===== config.mk =====
export PLATFORM = sky130hd
export DESIGN_NAME = mapping_blob_validator_top_flat
export DESIGN_NICKNAME = d
export VERILOG_FILES = /design/src/sv/mbv_pkg.sv /design/src/sv/mbv_in_if.sv /design/src/sv/mbv_out_if.sv /design/src/sv/mapping_blob_validator_top.sv /design/src/flat_wrapper.sv
export SDC_FILE = /design/constraint.sdc
export NUM_CORES = 1
export LEC_CHECK = 0
export BUFFER_PORTS_ARGS = -buffer_cell sky130_fd_sc_hd__buf_4
export CORE_MARGIN = 2
export CORE_UTILIZATION = 59
export CTS_BUF_LIST = sky130_fd_sc_hd__clkbuf_8
export CTS_CLUSTER_SIZE = 24
export DETAILED_ROUTE_END_ITERATION = 10
export PLACE_DENSITY = 0.75
export SLEW_MARGIN = 10
export SYNTH_ARGS = -nofsm -noshare
export SYNTH_HDL_FRONTEND = slang
export SYNTH_SLANG_ARGS = --single-unit

===== constraint.sdc =====
create_clock -name clk -period 12.35 [get_ports clk]
set_input_delay 2.47 -clock clk [delete_from_list [all_inputs] [get_ports clk]]
set_output_delay 2.47 -clock clk [all_outputs]
set_load 0.1 [all_outputs]

===== src/sv/mbv_pkg.sv =====
// Shared constants and helpers for the mapping blob validator.
// No dependencies; imported by the top level and the checker.
`default_nettype none

package mbv_pkg;

  localparam int unsigned HDR_LEN = 12;

  localparam logic [7:0]  MAGIC_0  = 8'h50;  // 'P'
  localparam logic [7:0]  MAGIC_1  = 8'h42;  // 'B'
  localparam logic [7:0]  VER_MIN  = 8'd3;
  localparam logic [7:0]  VER_MID  = 8'd4;
  localparam logic [7:0]  VER_MAX  = 8'd5;
  localparam logic [7:0]  BLOB_TYPE = 8'd1;
  localparam logic [31:0] CRC_POLY = 32'hEDB88320;

  // result status codes
  localparam logic [3:0] ST_OK          = 4'd0;
  localparam logic [3:0] ST_HDR_SHORT   = 4'd1;
  localparam logic [3:0] ST_BAD_MAGIC   = 4'd2;
  localparam logic [3:0] ST_BAD_VERTYPE = 4'd3;
  localparam logic [3:0] ST_SIZE        = 4'd4;
  localparam logic [3:0] ST_CRC         = 4'd5;
  localparam logic [3:0] ST_CNT_SHORT   = 4'd6;
  localparam logic [3:0] ST_LENGTH      = 4'd7;
  localparam logic [3:0] ST_ENTRY_SHORT = 4'd8;
  localparam logic [3:0] ST_OVERFLOW    = 4'd9;

  // header fault codes
  localparam logic [1:0] HF_NONE    = 2'd0;
  localparam logic [1:0] HF_MAGIC   = 2'd1;
  localparam logic [1:0] HF_VERTYPE = 2'd2;

  // reflected CRC-32 table entry; maps to a 256-entry constant table
  function automatic logic [31:0] crc_tab(input logic [7:0] idx);
    logic [31:0] c;
    c = {24'd0, idx};
    for (int k = 0; k < 8; k++) begin
      c = c[0] ? (CRC_POLY ^ (c >> 1)) : (c >> 1);
    end
    return c;
  endfunction

  // trailing bytes of a binding entry by version
  function automatic logic [3:0] extra_len(input logic [7:0] ver);
    if (ver >= VER_MAX) return 4'd9;
    if (ver >= VER_MID) return 4'd2;
    return 4'd0;
  endfunction

endpackage

`default_nettype wire


===== src/sv/mbv_in_if.sv =====
// Input channel: blob bytes with last-byte flag, valid/ready handshake.
// No dependencies.
`default_nettype none

interface mbv_in_if;
  logic       valid;
  logic       ready;
  logic [7:0] data_byte;
  logic       last_byte;

  modport source (output valid, output data_byte, output last_byte, input ready);
  modport sink   (input valid, input data_byte, input last_byte, output ready);
endinterface

`default_nettype wire


===== src/sv/mbv_out_if.sv =====
// Result channel: status and safe-entry count, valid/ready handshake.
// No dependencies.
`default_nettype none

interface mbv_out_if;
  logic        valid;
  logic        ready;
  logic [3:0]  status;
  logic [15:0] safe_count;

  modport source (output valid, output status, output safe_count, input ready);
  modport sink   (input valid, input status, input safe_count, output ready);
endinterface

`default_nettype wire


===== src/sv/mapping_blob_validator_top.sv =====
// Mapping blob validator: header check, payload CRC-32 and structure walk.
// Depends on mbv_pkg, mbv_in_if, mbv_out_if.
//
//   channel  | dir | payload                         | item
//   ---------+-----+---------------------------------+---------------------------
//   blob     | in  | data_byte[7:0], last_byte       | one blob byte
//   result   | out | status[3:0], safe_count[15:0]   | one status per blob
//
// One byte per cycle while blob.ready is high: the CRC table lookup and walk
// step update the parse state in the cycle the byte is accepted. A byte flagged
// last loads the result register at the edge that accepts it, so the result is
// valid from the next cycle, and returns the parse state to reset.
// rst is synchronous and clears parse state and the result valid.
// blob.ready drops only while a result is held and result.ready is low.
`default_nettype none

module mapping_blob_validator_top (
  input  wire logic clk,
  input  wire logic rst,
  mbv_in_if.sink    blob,
  mbv_out_if.source result
);
  import mbv_pkg::*;

  typedef enum logic [3:0] {
    PH_HEADER, PH_CNT_LO, PH_CNT_HI, PH_SAFE, PH_BC_LO, PH_BC_HI,
    PH_COMP_LEN, PH_COMP, PH_FN_LEN, PH_FN, PH_DRV_LEN, PH_DRV,
    PH_EXTRA, PH_DONE
  } phase_t;

  phase_t      phase, phase_next;
  logic [31:0] byte_position, byte_position_next;
  logic [7:0]  header_version, header_version_next;
  logic [31:0] payload_length, payload_length_next;
  logic [31:0] expected_crc, expected_crc_next;
  logic [31:0] running_crc, running_crc_next;
  logic [7:0]  field_bytes_left, field_bytes_left_next;
  logic [15:0] entry_count, entry_count_next;
  logic [15:0] bindings_left, bindings_left_next;
  logic [1:0]  header_fault, header_fault_next;
  logic [3:0]  structure_fault, structure_fault_next;

  logic        res_valid;
  logic [3:0]  res_status;
  logic [15:0] res_safe;

  logic        accept;
  logic [7:0]  b;
  logic [31:0] p;
  logic [32:0] consumed;
  logic [33:0] need_len;
  logic [17:0] entry_bytes;
  logic [18:0] safe_need;
  logic [15:0] ec_full;
  logic [4:0]  lane;
  logic [3:0]  status_next;
  logic [3:0]  extra;

  assign accept      = blob.valid & blob.ready;
  assign blob.ready  = ~res_valid | result.ready;
  assign b           = blob.data_byte;
  assign p           = byte_position - 32'(HDR_LEN);
  assign consumed    = {1'b0, p} + 33'd1;
  assign lane        = {byte_position[1:0], 3'b000};
  assign ec_full     = {b, entry_count[7:0]};
  assign entry_bytes = {1'b0, ec_full, 1'b0} + {2'b00, ec_full};
  assign safe_need   = {1'b0, entry_bytes} + 19'd4;
  assign extra       = extra_len(header_version);

  always_comb begin
    phase_next            = phase;
    header_version_next   = header_version;
    payload_length_next   = payload_length;
    expected_crc_next     = expected_crc;
    running_crc_next      = running_crc;
    field_bytes_left_next = field_bytes_left;
    entry_count_next      = entry_count;
    bindings_left_next    = bindings_left;
    header_fault_next     = header_fault;
    structure_fault_next  = structure_fault;
    need_len              = '0;

    if (byte_position < 32'(HDR_LEN)) begin
      unique case (byte_position[3:0])
        4'd0: if (b != MAGIC_0 && header_fault == HF_NONE) header_fault_next = HF_MAGIC;
        4'd1: if (b != MAGIC_1 && header_fault == HF_NONE) header_fault_next = HF_MAGIC;
        4'd2: header_version_next = b;
        4'd3: begin
          if (!(header_version == VER_MIN || header_version == VER_MID ||
                header_version == VER_MAX) || b != BLOB_TYPE) begin
            if (header_fault == HF_NONE) header_fault_next = HF_VERTYPE;
          end
        end
        4'd4, 4'd5, 4'd6, 4'd7: payload_length_next[lane +: 8] = b;
        default: expected_crc_next[lane +: 8] = b;
      endcase
      if (byte_position[3:0] == 4'(HDR_LEN - 1)) phase_next = PH_CNT_LO;
    end else if (p < payload_length) begin
      running_crc_next = crc_tab(running_crc[7:0] ^ b) ^ (running_crc >> 8);
      if (structure_fault == ST_OK) begin
        unique case (phase)
          PH_CNT_LO: begin
            entry_count_next = {8'd0, b};
            phase_next       = PH_CNT_HI;
          end
          PH_CNT_HI: begin
            entry_count_next = ec_full;
            if (payload_length < {13'd0, safe_need}) begin
              structure_fault_next = ST_LENGTH;
            end else if (ec_full != 16'd0) begin
              bindings_left_next    = ec_full;
              field_bytes_left_next = 8'd3;
              phase_next            = PH_SAFE;
            end else begin
              phase_next = PH_BC_LO;
            end
          end
          PH_SAFE: begin
            field_bytes_left_next = field_bytes_left - 8'd1;
            if (field_bytes_left == 8'd1) begin
              bindings_left_next = bindings_left - 16'd1;
              if (bindings_left != 16'd1) field_bytes_left_next = 8'd3;
              else phase_next = PH_BC_LO;
            end
          end
          PH_BC_LO: begin
            field_bytes_left_next = b;
            phase_next            = PH_BC_HI;
          end
          PH_BC_HI: begin
            bindings_left_next = {b, field_bytes_left};
            phase_next = ({b, field_bytes_left} != 16'd0) ? PH_COMP_LEN : PH_DONE;
          end
          PH_COMP_LEN, PH_FN_LEN: begin
            need_len = {1'b0, consumed} + {26'd0, b} + 34'd1;
            if (need_len > {2'b00, payload_length}) begin
              structure_fault_next = ST_OVERFLOW;
            end else begin
              field_bytes_left_next = b;
              if (phase == PH_COMP_LEN) phase_next = (b != 8'd0) ? PH_COMP : PH_FN_LEN;
              else phase_next = (b != 8'd0) ? PH_FN : PH_DRV_LEN;
            end
          end
          PH_COMP, PH_FN: begin
            field_bytes_left_next = field_bytes_left - 8'd1;
            if (field_bytes_left == 8'd1)
              phase_next = (phase == PH_COMP) ? PH_FN_LEN : PH_DRV_LEN;
          end
          PH_DRV_LEN: begin
            need_len = {1'b0, consumed} + {26'd0, b} + {30'd0, extra};
            if (need_len > {2'b00, payload_length}) begin
              structure_fault_next = ST_OVERFLOW;
            end else begin
              field_bytes_left_next = b;
              if (b != 8'd0) begin
                phase_next = PH_DRV;
              end else if (extra != 4'd0) begin
                field_bytes_left_next = {4'd0, extra};
                phase_next            = PH_EXTRA;
              end else begin
                bindings_left_next = bindings_left - 16'd1;
                phase_next = (bindings_left != 16'd1) ? PH_COMP_LEN : PH_DONE;
              end
            end
          end
          PH_DRV: begin
            field_bytes_left_next = field_bytes_left - 8'd1;
            if (field_bytes_left == 8'd1) begin
              if (extra != 4'd0) begin
                field_bytes_left_next = {4'd0, extra};
                phase_next            = PH_EXTRA;
              end else begin
                bindings_left_next = bindings_left - 16'd1;
                phase_next = (bindings_left != 16'd1) ? PH_COMP_LEN : PH_DONE;
              end
            end
          end
          PH_EXTRA: begin
            field_bytes_left_next = field_bytes_left - 8'd1;
            if (field_bytes_left == 8'd1) begin
              bindings_left_next = bindings_left - 16'd1;
              phase_next = (bindings_left != 16'd1) ? PH_COMP_LEN : PH_DONE;
            end
          end
          default: structure_fault_next = ST_LENGTH;  // payload past the structure
        endcase
      end
    end

    byte_position_next = (byte_position == '1) ? byte_position : byte_position + 32'd1;

    // status ranking: header, size, crc, structure
    if (byte_position_next < 32'(HDR_LEN))
      status_next = ST_HDR_SHORT;
    else if (header_fault_next == HF_MAGIC)
      status_next = ST_BAD_MAGIC;
    else if (header_fault_next != HF_NONE)
      status_next = ST_BAD_VERTYPE;
    else if ({1'b0, byte_position_next} != {1'b0, payload_length_next} + 33'(HDR_LEN))
      status_next = ST_SIZE;
    else if (~running_crc_next != expected_crc_next)
      status_next = ST_CRC;
    else if (structure_fault_next != ST_OK)
      status_next = structure_fault_next;
    else if (phase_next == PH_CNT_LO || phase_next == PH_CNT_HI)
      status_next = ST_CNT_SHORT;
    else if (phase_next != PH_DONE)
      status_next = ST_ENTRY_SHORT;
    else
      status_next = ST_OK;
  end

  always_ff @(posedge clk) begin
    if (rst || (accept && blob.last_byte)) begin
      phase            <= PH_HEADER;
      byte_position    <= '0;
      header_version   <= '0;
      payload_length   <= '0;
      expected_crc     <= '0;
      running_crc      <= '1;
      field_bytes_left <= '0;
      entry_count      <= '0;
      bindings_left    <= '0;
      header_fault     <= HF_NONE;
      structure_fault  <= ST_OK;
    end else if (accept) begin
      phase            <= phase_next;
      byte_position    <= byte_position_next;
      header_version   <= header_version_next;
      payload_length   <= payload_length_next;
      expected_crc     <= expected_crc_next;
      running_crc      <= running_crc_next;
      field_bytes_left <= field_bytes_left_next;
      entry_count      <= entry_count_next;
      bindings_left    <= bindings_left_next;
      header_fault     <= header_fault_next;
      structure_fault  <= structure_fault_next;
    end
  end

  // result register
  always_ff @(posedge clk) begin
    if (rst) begin
      res_valid <= 1'b0;
    end else if (accept && blob.last_byte) begin
      res_valid <= 1'b1;
    end else if (result.ready) begin
      res_valid <= 1'b0;
    end
    if (accept && blob.last_byte) begin
      res_status <= status_next;
      res_safe   <= (status_next == ST_OK) ? entry_count_next : 16'd0;
    end
  end

  assign result.valid      = res_valid;
  assign result.status     = res_status;
  assign result.safe_count = res_safe;

endmodule

`default_nettype wire


===== src/flat_wrapper.sv =====
// flat-port wrapper written by rule: the top's interface ports become plain ports
module mapping_blob_validator_top_flat import mbv_pkg::*;
  (clk, rst, blob_valid, blob_data_byte, blob_last_byte, blob_ready, result_valid, result_status, result_safe_count, result_ready);
  mbv_in_if blob_i ();
  mbv_out_if result_i ();
  input  wire logic clk;
  input  wire logic rst;
  input wire logic [$bits(blob_i.valid)-1:0] blob_valid;
  input wire logic [$bits(blob_i.data_byte)-1:0] blob_data_byte;
  input wire logic [$bits(blob_i.last_byte)-1:0] blob_last_byte;
  output wire logic [$bits(blob_i.ready)-1:0] blob_ready;
  output wire logic [$bits(result_i.valid)-1:0] result_valid;
  output wire logic [$bits(result_i.status)-1:0] result_status;
  output wire logic [$bits(result_i.safe_count)-1:0] result_safe_count;
  input wire logic [$bits(result_i.ready)-1:0] result_ready;
  assign blob_i.valid = blob_valid;
  assign blob_i.data_byte = blob_data_byte;
  assign blob_i.last_byte = blob_last_byte;
  assign blob_ready = blob_i.ready;
  assign result_valid = result_i.valid;
  assign result_status = result_i.status;
  assign result_safe_count = result_i.safe_count;
  assign result_i.ready = result_ready;
  mapping_blob_validator_top u_core (.clk(clk), .rst(rst), .blob(blob_i), .result(result_i));
endmodule

==> results.md, run 1 <==
STA:
- The final count of negative-setup-slack endpoints is 0.
- The aggregate negative setup slack is 0 ns.
- The measured slew at the worst slew-check pin is roughly 1.2 ns.
- The period utilization is 0.895.
- Across the routed clock network, the largest skew measured is 0.0367 ns.
- The hold violation count in the final report is 0.
- In this run the tightest slew margin relative to its limit is 0.216.
- The timing-limited maximum frequency is 90.4 MHz.
- The final max-slew violation count came to 0.
- The worst path meets setup with between 1 and 1.5 ns of slack.
- The minimum period implied by the final worst setup slack is 11.06 ns.
- Setup repair after global routing left no endpoint under its margin.

Finish:
- The number of standard cells in the layout, taps in and fillers out is 3,235.
- The area growth from synthesis to layout is 5.61%.
- In the layout the commonest cells are 281 x sky130_fd_sc_hd__nand2_1, 266 x sky130_fd_sc_hd__nor2_1, 227 x sky130_fd_sc_hd__xnor2_1.
- The number of inserted diodes is 0.
- The multi-input combinational cells in the finished layout cover a total of 0.0161 mm2.
- Of the cells placed in the final design, the portion with a size suffix greater than 1 is 0.0746.
- Leaving out fill and tap cells, the most frequent cell in the layout is sky130_fd_sc_hd__nand2_1.
- The sequential cell area in the final layout is between 0.004 and 0.005 mm2.
- The final layout contains 2,946 nets.
- The number of filler instances in the final layout is about 3.2k.

Routing:
- For this run, the detailed router's first-pass iteration total came to 6.
- For this block, the via count after detailed routing is 21.4k.
- Once detail routing completed, the nets flagged for antenna violations numbered 0.
- The total wire length after detailed routing is 74.2 mm.
- In this run, the number of DRC markers left after iteration 0 of detailed routing was 2,610.
- The mean routed wirelength per cell is 22.9 um.
- After detailed routing, the number of remaining DRC violations is 0.
- The mean number of vias per cell is 6.61.

CTS:
- The hold buffer count at cts is 0.
- The maximum number of buffers from clock root to sink is 3.
- Post-CTS repair changed the size of 0 cells.
- The clock tree synthesis step divided the H-tree into 2 levels.
- The latest clock arrival within the worst-skew pair is 0.61 ns.
- The number of CTS-inserted buffers is 38.
- The TritonCTS clock tree is built.
- The cell sitting at the root of the clock tree is a sky130_fd_sc_hd__clkbuf_8.
- Clock-pin slew was measured on the worst setup and hold paths at 0.06 ns.
- Post-CTS timing repair inserted 0 buffers for setup.
- The total clock sinks is 207.

Floorplan:
- The area of the die is approximately 0.038 mm2.
- 35 I/O pins were placed.
- For this configuration, the core starts out at a cell density of 0.602.
- The width of the chip is 195 um.
- The placeable core region is 0.0357 mm2.
- The die span in y is 195 um.
- The initialized floorplan defines 69 standard-cell rows.

Placement:
- The HPWL after detailed placement is 57.2 mm.
- The final estimated routing congestion in global placement is approximately 1.0.
- The quantity of I/O buffers inserted on ports is 34.
- The placement-stage worst setup slack is 0.975 ns.
- The total instance count after detailed placement is ~3.2k.

Yosys:
- The average instance area after synthesis is 7.70 um2.
- The share of the Yosys chip area taken by registers is 0.202.
- The number of cells produced by synthesis is 2,794.
- After synthesis, the netlist uses 101 different library cells.
- Ranked by total cell area, the synthesized netlist is headed by sky130_fd_sc_hd__dfxtp_1 17%, sky130_fd_sc_hd__ha_1 11%, sky130_fd_sc_hd__xnor2_1 9.2%.
- The share of synthesized area in the top cell type comes to 0.174.
- The most used flip-flop cell after synthesis is sky130_fd_sc_hd__dfxtp_1.
- The warning count from the yosys run is 0.
- The register bit count reported by yosys is 207.
- After synthesis, the share of flip-flops with an asynchronous set or reset is 0.
- The post-synthesis net count is 2,995.
- The number of enable flip-flop cells after synthesis is 20.
- The mapped cell area is 0.0215 mm2.
- The biggest area contributor in the post-synthesis netlist is sky130_fd_sc_hd__dfxtp_1.

Critical path:
- The worst register-to-register path has a depth of 30.
- STA classifies the critical path startpoint as an input pin.
- At the worst endpoint, the required time is approximately 13 ns.
- The start-to-end type of the worst setup path is in2reg.
- The cell with the largest stage delay on the worst path is sky130_fd_sc_hd__o22ai_2.
- The most critical setup path has its endpoint at u_core.result.safe_count[0].
- In this design, the critical path's most frequently occurring cell is sky130_fd_sc_hd__a21o_1.
- The arrival time at the worst endpoint is around 11 ns.
- The number of cells on the critical path is 33.
- The critical path contains buffers and inverters numbering 2 combined.
- The setup check on the worst reg-to-reg path leaves a slack of 2.35 ns.
- In this run the worst path has a maximum fanout of 16.
- The launch point of the critical path is blob_data_byte[0].
- The capturing point of the worst reg2reg path is u_core.result.safe_count[0].
- The startpoint of the worst-slack reg-to-reg timing path is u_core.byte_position[2].
- On the critical path the largest part of the delay comes from compound AO/OA/AOI/OAI gates.
- The largest single stage delay on the critical path is roughly 0.74 ns.
- The worst setup path is captured at a register.

Run status:
- The run finished with clean final reports.

GRT:
- The via count of the first global-routing pass was 20.3k.
- In the global route stage, overall resource usage came out at 0.384.
- The largest net degree at the start of global routing is 84.
- The number of antenna violations at the first check in global routing is 1.
- The first-pass GRT wire length is 115 mm.
- The total overflow left after global routing is 0.

Power:
- The static leakage power is 8.49 nW.
- Across the VDD grid, the largest voltage drop is 118 uV.
- Power spread over the standard cell area amounts to 85.3 mW/mm2.
- The design draws 1.94 mW.

Min path:
- In this run the worst hold path is classified as reg2reg.
- The worst hold path was traced through 2 stages.

Run:
- Across the run, the number of max-cap violations was 0.
## worst register-to-register path, delay by kind of cell, from the launching register on
family                     cells  cell delay (ns)
DFF                            1             0.69
and+or+nand+nor               10             2.90
adders and majority gates      3             1.11
xor gates and xnor gates       2             0.58
AOI/OAI and AO/OA             15             4.41
## metal layers
layer | track usage | vias to the layer above | share of wire
li1 | - | 9996 | -
met1 | 0.516 | 10100 | 0.43
met2 | 0.601 | 1022 | 0.44
met3 | 0.0812 | 216 | 0.097
met4 | 0.148 | 0 | 0.041
met5 | 0 | - | 0
## where the power goes
part / switching, mW / internal [mW]
sequential: 0.0142 / 0.689
clock: 0.318 / 0.367
combinational: 0.349 / 0.198
total: 0.681 / 1.25
## state kept, by name, indices dropped and copies added, names as in the netlist
signal,flops
u_core.bindings_left,16
u_core.byte_position,32
u_core.entry_count,16
u_core.expected_crc,32
u_core.field_bytes_left,8
u_core.header_fault,2
u_core.header_version,8
u_core.payload_length,32
u_core.phase,4
u_core.result.safe_count,16
u_core.result.status,4
u_core.result.valid,1
u_core.running_crc,32
u_core.structure_fault,4
## per-stage QoR
step	instance area (um2)	hold slack [ns]	utilization
final	22700	0.452	0.635
after CTS	22700	0.455	0.635
after global routing	22700	0.477	0.635
after detailed placement	21900	0.448	0.613
after global placement	21900	0.435	0.613
after floorplan	21500	0.428	-
## cell usage after synthesis, types with 25 or more instances
cell and instances:
sky130_fd_sc_hd__nand2_1 281, sky130_fd_sc_hd__nor2_1 268, sky130_fd_sc_hd__xnor2_1 227, sky130_fd_sc_hd__dfxtp_1 187, sky130_fd_sc_hd__ha_1 185, sky130_fd_sc_hd__a21oi_1 159, sky130_fd_sc_hd__clkbuf_1 118, sky130_fd_sc_hd__inv_1 118
sky130_fd_sc_hd__nand3_1 103, sky130_fd_sc_hd__o21ai_0 101, sky130_fd_sc_hd__xor2_1 98, sky130_fd_sc_hd__nor3_1 88, sky130_fd_sc_hd__mux2i_1 87, sky130_fd_sc_hd__nand4_1 69, sky130_fd_sc_hd__and2_1 50, sky130_fd_sc_hd__a211oi_1 49
sky130_fd_sc_hd__a21o_1 48, sky130_fd_sc_hd__nor4_1 40, sky130_fd_sc_hd__or3_1 28, sky130_fd_sc_hd__o211ai_1 26, sky130_fd_sc_hd__a22oi_1 25
## layout make-up
type	count	share of cell area
multi-input cells	2319	0.709
flip-flops and latches	207	0.191
clock buffers	47	0.0285
well taps	461	0.0254
repair buffers	60	0.0198
inverters	119	0.0197
clock inverters	22	0.00590
## cell families after synthesis
group / count (synthesis) / synth area share
simple gates: 1105 / 0.263
compound gates: 589 / 0.184
xor+xnor: 336 / 0.143
mux: 101 / 0.0478
buf+inv: 268 / 0.0498
fa+ha+maj: 188 / 0.110
flops: 207 / 0.202
## worst min-delay path by stage
stage	start	to	slack, ns
finish	u_core.expected_crc[31]	u_core.expected_crc[31]	0.45
global route	u_core.expected_crc[8]	u_core.expected_crc[8]	0.48
CTS	u_core.expected_crc[31]	u_core.expected_crc[31]	0.46
detailed placement	u_core.expected_crc[31]	u_core.expected_crc[31]	0.45
global placement	u_core.expected_crc[8]	u_core.expected_crc[8]	0.43
floorplan	u_core.expected_crc[8]	u_core.expected_crc[8]	0.43
Note: power is estimated with default switching activity, not from simulation.
==> inputs of run 2 (changes only) <==
PLACE_DENSITY = default   (was 0.75)
PLACE_DENSITY_LB_ADDON = 0.25   (was default)
clock period = 12.67 ns   (was 12.35 ns; I/O delays follow)
==> run 2 against run 1 <==
Net effect:
- wire length is 1.2% lower
- clock skew is 0.013 ns higher
- largest cell class unchanged
- total power is 3.9% lower
- critical endpoint is now u_core.result.safe_count[2]
- largest power group unchanged
==> results.md, run 2 (synthesized netlist as in run 1, its figures left out) <==
Routing:
- The initial DRC count is 2,568 (-1.6%).
- The mean routed wirelength per cell came to 22.6 um (-1.2%).
- The total wire length after detailed routing was 73.3 mm (-1.2%).
- The count of nets left with antenna violations after detail routing was 0 (unchanged).
- The mean number of vias per cell is 6.64 (+0.44%).
- The total number of vias is 21.5k (+0.44%).
- The number of remaining DRC errors is 0 (unchanged).
- The detailed-router iteration count before antenna repair is 6 (unchanged).

Critical path:
- Among cell families on the critical path, the largest total delay comes from compound AO/OA/AOI/OAI gates.
- The slack of the worst reg-to-reg path is 2.91 ns (+0.56 ns).
- The setup path with the least slack is of type in2reg.
- The kind of end point of the critical path is a register.
- The arrival time at the worst endpoint came to 11.15 ns (-0.19 ns).
- The buffering stage count on the worst path with inverters included is 2 (unchanged).
- The critical path required time is 12.96 ns (+0.32 ns).
- The biggest fanout along the worst timing path was 16 (unchanged).
- The delay of the slowest critical-path stage is 0.71 ns (-0.03 ns).
- The type of element launching the critical path is an input pin.
- The cell with the largest stage delay on the worst path is sky130_fd_sc_hd__o22ai_2.

CTS:
- The latest clock arrival within the worst-skew pair is 0.62 ns (about the same).
- The number of CTS-inserted buffers was 39 (+2.6%).
- The number of resized instances in the post-cts repair step is 0 (unchanged).
- The TritonCTS clock tree is built.
- Clock tree synthesis selected as its root buffer the cell sky130_fd_sc_hd__clkbuf_8.
- The clock-pin slew on the worst setup and hold paths is 0.06 ns (about the same).
- The number of post-CTS setup repair buffers is 0 (unchanged).
- The count of H-tree levels built during CTS is 2 (unchanged).
- The hold buffer count at cts is 0 (unchanged).
- The total clock sinks is 207 (unchanged).
- The maximum number of buffers from clock root to sink is 3 (unchanged).

Placement:
- The placement-stage worst setup slack came to 1.54 ns (+0.570 ns).
- The HPWL after detailed placement is 56.1 mm (-1.9%).
- The quantity of I/O buffers inserted on ports is 34 (unchanged).
- The cell area after placement is 0.0219 mm2 (about the same).
- The final estimated routing congestion in global placement came to 1.03 (+3.4%).

STA:
- Setup repair after global routing left no endpoint under its margin.
- The final max-slew violation count is 0 (unchanged).
- The normalized max-slew margin came to 0.229 (+0.0126).
- The final count of negative-setup-slack endpoints is 0 (unchanged).
- The measured slew at the worst slew-check pin was 1.15 ns (-0.0206 ns).
- The timing-limited maximum frequency is 92.1 MHz.
- The period utilization is 0.857.
- The worst clock skew on the final layout is 0.0500 ns (+0.0133 ns).
- The minimum period implied by the final worst setup slack is between 10 and 15 ns.
- The aggregate negative setup slack is 0 ns (unchanged).
- The slack of the critical path is 1.81 ns (+0.517 ns).
- The hold violation count in the final report was 0 (unchanged).

GRT:
- The via count of the first global-routing pass is 20.3k (-0.17%).
- The number of antenna violations at the first check in global routing is 1 (unchanged).
- The largest net degree at the start of global routing is 90 (+7.1%).
- The first-pass GRT wire length is 114 mm (-0.70%).
- The overall overflow remaining after global route is 0 (unchanged).
- The combined global-route utilization of all metal layers is 0.379 (-0.00425).

Power:
- The internal power consumption is 1.20 mW (-4.2%).
- The static leakage power is 8.47 nW (-0.16%).
- The sequential cell fraction of total power is 0.369 (+0.006).
- The worst IR drop on VDD came to 93.5 uV (-21%).
- The logic gate share of total power is 0.286 (+0.003).
- The power per unit of standard cell area came to 82.0 mW/mm2 (-3.8%).
- The proportion of total power due to net switching is 0.354 (+0.00240).
- The portion of total power attributed to the clock network is 0.346 (-0.008).
- The switching component of the power came to 659 uW (-3.2%).

Run status:
- The run finished with clean final reports.

Run:
- The number of max-cap violations came to 0 (unchanged).

Finish:
- The layout net count is 2,948 (+0.068%).
- The layout-stage area growth over the synthesis result is 5.51% (about the same).
- The number of filler instances in the final layout is 3,212 (-0.89%).
- The cell area after layout is 0.0227 mm2 (about the same).
- In the layout the commonest cells are 281 x sky130_fd_sc_hd__nand2_1, 266 x sky130_fd_sc_hd__nor2_1, 227 x sky130_fd_sc_hd__xnor2_1.
- The share of cells above drive strength 1 is 0.0732 (-0.00139).
- The fraction of the core area covered by cells at the end of the flow was 0.635 (about the same).
- The most common cell after layout, fill and taps aside is sky130_fd_sc_hd__nand2_1.

Floorplan:
- The area of the die is 0.0380 mm2 (unchanged).
- The placeable core region is 0.0357 mm2 (unchanged).
- The starting density of the core was 0.602 (unchanged).
- The number of placement rows is 69 (unchanged).
- The width of the chip is 195 um (unchanged).
- The die span in y is 195 um (unchanged).
- The top-level I/O count is 35 (unchanged).

Min path:
- The tightest min-delay check is of the reg2reg type.
## run 2: worst paths after layout
kind                                      end  cells past startpoint                    start
setup / recovery  u_core.result.safe_count[2]                     35        blob_data_byte[0]
hold / removal        u_core.expected_crc[24]                      2  u_core.expected_crc[24]
setup reg to reg  u_core.result.safe_count[2]                     30  u_core.byte_position[2]
hold reg to reg       u_core.expected_crc[24]                      2  u_core.expected_crc[24]
## run 2: per-layer routing
metal / routed length (um) / part of all wire / vias up / track usage
met1: 31200 / 0.43 / 10200 / 0.518
met3: 7000 / 0.096 / 214 / 0.0692
met5: 0 / 0 / - / 0
li1: - / - / 9985 / -
met4: 2910 / 0.040 / 0 / 0.154
met2: 32100 / 0.44 / 1103 / 0.590
## run 2: power by group through the flow
stage               Clock [mW]  Combinational, mW  Sequential, mW
detailed placement           0              0.516           0.699
global route             0.677              0.575           0.687
finish                   0.643              0.532           0.686
CTS                      0.648              0.519           0.685
floorplan                    0              0.368           0.711
global placement             0              0.504           0.699
## run 2: per-stage QoR
stage | total power [mW] | hold slack [ns] | instances
final | 1.86 | 0.452 | 3235
after floorplan | 1.08 | 0.428 | 2794
after global placement | 1.20 | 0.436 | 3167
after CTS | 1.85 | 0.452 | 3233
after detailed placement | 1.22 | 0.445 | 3167
after global routing | 1.94 | 0.477 | 3233
## run 2: cell type report
type / instances / area, um2 / area share
multi-input combinational: 2319 / 16100 / 0.710
sequential: 207 / 4340 / 0.191
antenna: 2 / 5.00 / 0.000221
clock buffer: 47 / 647 / 0.0285
inverter: 119 / 447 / 0.0197
timing repair buffer: 61 / 458 / 0.0202
clock inverter: 19 / 100 / 0.00441
tap: 461 / 577 / 0.0254
## run 2: tightest hold or removal path: stages, from the launching register on
cell and delay [ns]:
sky130_fd_sc_hd__dfxtp_1 0.31, sky130_fd_sc_hd__nand2_1 0.05, sky130_fd_sc_hd__a21oi_1 0.05
==> inputs of run 3 (changes only) <==
PLACE_DENSITY = 0.87   (was default)
PLACE_DENSITY_LB_ADDON = default   (was 0.25)
==> run 3 against run 2 <==
Net effect:
- total power grew 0.38%
- highest routed layer is now met5
- largest power group unchanged
- cell count shrank 0.15%
- via count grew 3.5%
- critical endpoint is now u_core.result.safe_count[14]
- sequential power is essentially flat
- wire length grew 0.37%
==> results.md, run 3 (synthesized netlist as in run 1, its figures left out) <==
CTS:
- The number of resized instances in the post-cts repair step is 0 (unchanged).
- The number of CTS-inserted buffers is 38 (-2.6%).
- The count of H-tree levels built during CTS is 2 (unchanged).
- The total clock sinks is 207 (unchanged).
- The latest clock arrival within the worst-skew pair is 0.62 ns (about the same).
- The maximum number of buffers from clock root to sink is 3 (unchanged).
- The number of post-CTS setup repair buffers is 0 (unchanged).
- The hold buffer count at cts is 0 (unchanged).
- The clock-pin slew on the worst setup and hold paths is 0.06 ns (about the same).
- TritonCTS built the clock tree.
- The root buffer cell is sky130_fd_sc_hd__clkbuf_8.

Min path:
- The worst min-delay path category is reg2reg.

GRT:
- The overall overflow remaining after global route is 0 (unchanged).
- The number of antenna violations at the first check in global routing came to 2 (+1).
- The largest net degree at the start of global routing was 91 (+1.1%).
- The via count of the first global-routing pass came to 21.2k (+4.6%).
- The combined global-route utilization of all metal layers came to 0.376 (-0.00340).
- The first-pass GRT wire length is 115 mm (+0.35%).

STA:
- The timing-limited maximum frequency is 92.0 MHz (about the same).
- The slack of the critical path came to 1.80 ns (-0.00695 ns).
- The measured slew at the worst slew-check pin was 1.33 ns (+0.183 ns).
- Setup repair after global routing left no endpoint under its margin.
- The final max-slew violation count is 0 (unchanged).
- The hold violation count in the final report is 0 (unchanged).
- The normalized max-slew margin is 0.101 (-0.127).
- The worst clock skew on the final layout is 0.0463 ns (-0.00372 ns).
- The period utilization is 0.858 (about the same).
- The minimum period implied by the final worst setup slack was 10.87 ns (+0.00695 ns).
- The aggregate negative setup slack came to 0 ns (unchanged).
- The final count of negative-setup-slack endpoints is 0 (unchanged).

Finish:
- Relative to the synthesized area, the layout overhead comes to 5.31%.
- The top cell types in the final layout, fill and taps aside, are 281 x sky130_fd_sc_hd__nand2_1, 266 x sky130_fd_sc_hd__nor2_1, 227 x sky130_fd_sc_hd__xnor2_1.
- The layout net count is 2,943 (-0.17%).
- The library cell used most frequently in the layout, excluding fill and tap cells, is sky130_fd_sc_hd__nand2_1.
- The share of cells above drive strength 1 was 0.0722 (-0.00100).
- The number of inserted diodes is 0 (-2).

Floorplan:
- The placeable core region was 0.0357 mm2 (unchanged).
- The top-level I/O count is 35 (unchanged).
- The starting density of the core came to 0.602 (unchanged).
- The width of the chip is 195 um (unchanged).
- The die span in y is 195 um (unchanged).
- The area of the die is 0.0380 mm2 (unchanged).
- The number of placement rows is 69 (unchanged).

Placement:
- The final estimated routing congestion in global placement is 1.09 (+5.6%).
- The placement-stage worst setup slack is 1.42 ns (-0.129 ns).
- The quantity of I/O buffers inserted on ports came to 34 (unchanged).
- The HPWL after detailed placement is 55.3 mm (-1.4%).

Power:
- The internal power consumption was 1.20 mW (-0.54%).
- The portion of total power attributed to the clock network was 0.344 (-0.002).
- The proportion of total power due to net switching came to 0.360 (+0.00590).
- The power per unit of standard cell area is 82.5 mW/mm2 (+0.57%).
- The worst IR drop on VDD was 96.0 uV (+2.7%).
- The sequential cell fraction of total power came to 0.368 (about the same).
- The static leakage power is 8.45 nW (-0.31%).
- The switching component of the power is 673 uW (+2.1%).
- The logic gate share of total power is 0.288 (+0.002).

Routing:
- The mean routed wirelength per cell came to 22.8 um (+0.52%).
- The total number of vias came to 22.2k (+3.5%).
- The number of remaining DRC errors is 0 (unchanged).
- The initial DRC count was 2,809 (+9.4%).
- The count of nets left with antenna violations after detail routing is 0 (unchanged).
- The total wire length after detailed routing is 73.5 mm (+0.37%).
- The detailed-router iteration count before antenna repair is 6 (unchanged).
- The mean number of vias per cell was 6.88 (+3.6%).

Critical path:
- The type of element launching the critical path is an input pin.
- The kind of end point of the critical path is a register.
- The critical path required time is 12.95 ns (about the same).
- The cell with the most instances on the worst path is sky130_fd_sc_hd__a21o_1.
- The cell with the largest stage delay on the worst path is sky130_fd_sc_hd__o211ai_2.
- The delay of the slowest critical-path stage is 0.80 ns (+0.09 ns).
- The start-to-end type of the worst setup path is in2reg.
- The biggest fanout along the worst timing path is 16 (unchanged).
- The arrival time at the worst endpoint was 11.15 ns (about the same).

Run:
- The number of max-cap violations is 0 (unchanged).

Run status:
- The flow ran to the end, and the final reports show no timing, DRC or antenna violations.
run 3: through the flow:
step / std cells / hold slack [ns] / utilization / total power, mW / area (um2)
3_5_place_dp: 3163 / 0.446 / 0.613 / 1.21 / 21900
2_1_floorplan: 2794 / 0.428 / - / 1.08 / 21500
6_report: 3230 / 0.452 / 0.634 / 1.87 / 22600
5_1_grt: 3230 / 0.480 / 0.634 / 1.93 / 22600
3_3_place_gp: 3163 / 0.436 / 0.613 / 1.20 / 21900
4_1_cts: 3230 / 0.453 / 0.633 / 1.85 / 22600
run 3: final timing paths:
path                                 from                      endpoint  slack, ns  cells past startpoint
setup reg to reg  u_core.byte_position[2]  u_core.result.safe_count[14]       2.84                     30
hold reg to reg   u_core.expected_crc[28]       u_core.expected_crc[28]       0.45                      2
setup / recovery        blob_data_byte[0]  u_core.result.safe_count[14]       1.80                     33
hold / removal    u_core.expected_crc[28]       u_core.expected_crc[28]       0.45                      2
run 3: power by group through the flow:
stage / registers [mW] / logic, mW / clock network (mW)
after CTS: 0.686 / 0.519 / 0.646
final: 0.687 / 0.538 / 0.643
after floorplan: 0.711 / 0.368 / 0
after detailed placement: 0.700 / 0.514 / 0
after global placement: 0.699 / 0.496 / 0
after global routing: 0.687 / 0.574 / 0.671
run 3: cell type report:
cell class              count  area (um2)
inverters                 119         447
clock buffers              46         633
well taps                 461         577
multi-input cells        2319       16100
flip-flops and latches    207        4340
repair buffers             57         428
clock inverters            21         100
fillers                  3011       13100
run 3: worst max-delay path: cells and delay by family:
family	cells	cell delay, ns
AO/OA/AOI/OAI	16	4.34
XOR/XNOR	1	0.14
adder cells (fa/ha/maj)	3	1.00
buffers and inverters	2	0.43
AND/OR/NAND/NOR	11	2.65
run 3: layer usage:
layer  vias to the layer above  share of wire  track usage
met3                       359           0.12       0.0790
met1                     10400           0.39        0.488
met4                         4          0.060        0.216
met2                      1471           0.43        0.579
li1                       9970              -            -
met5                         -        0.00031            0
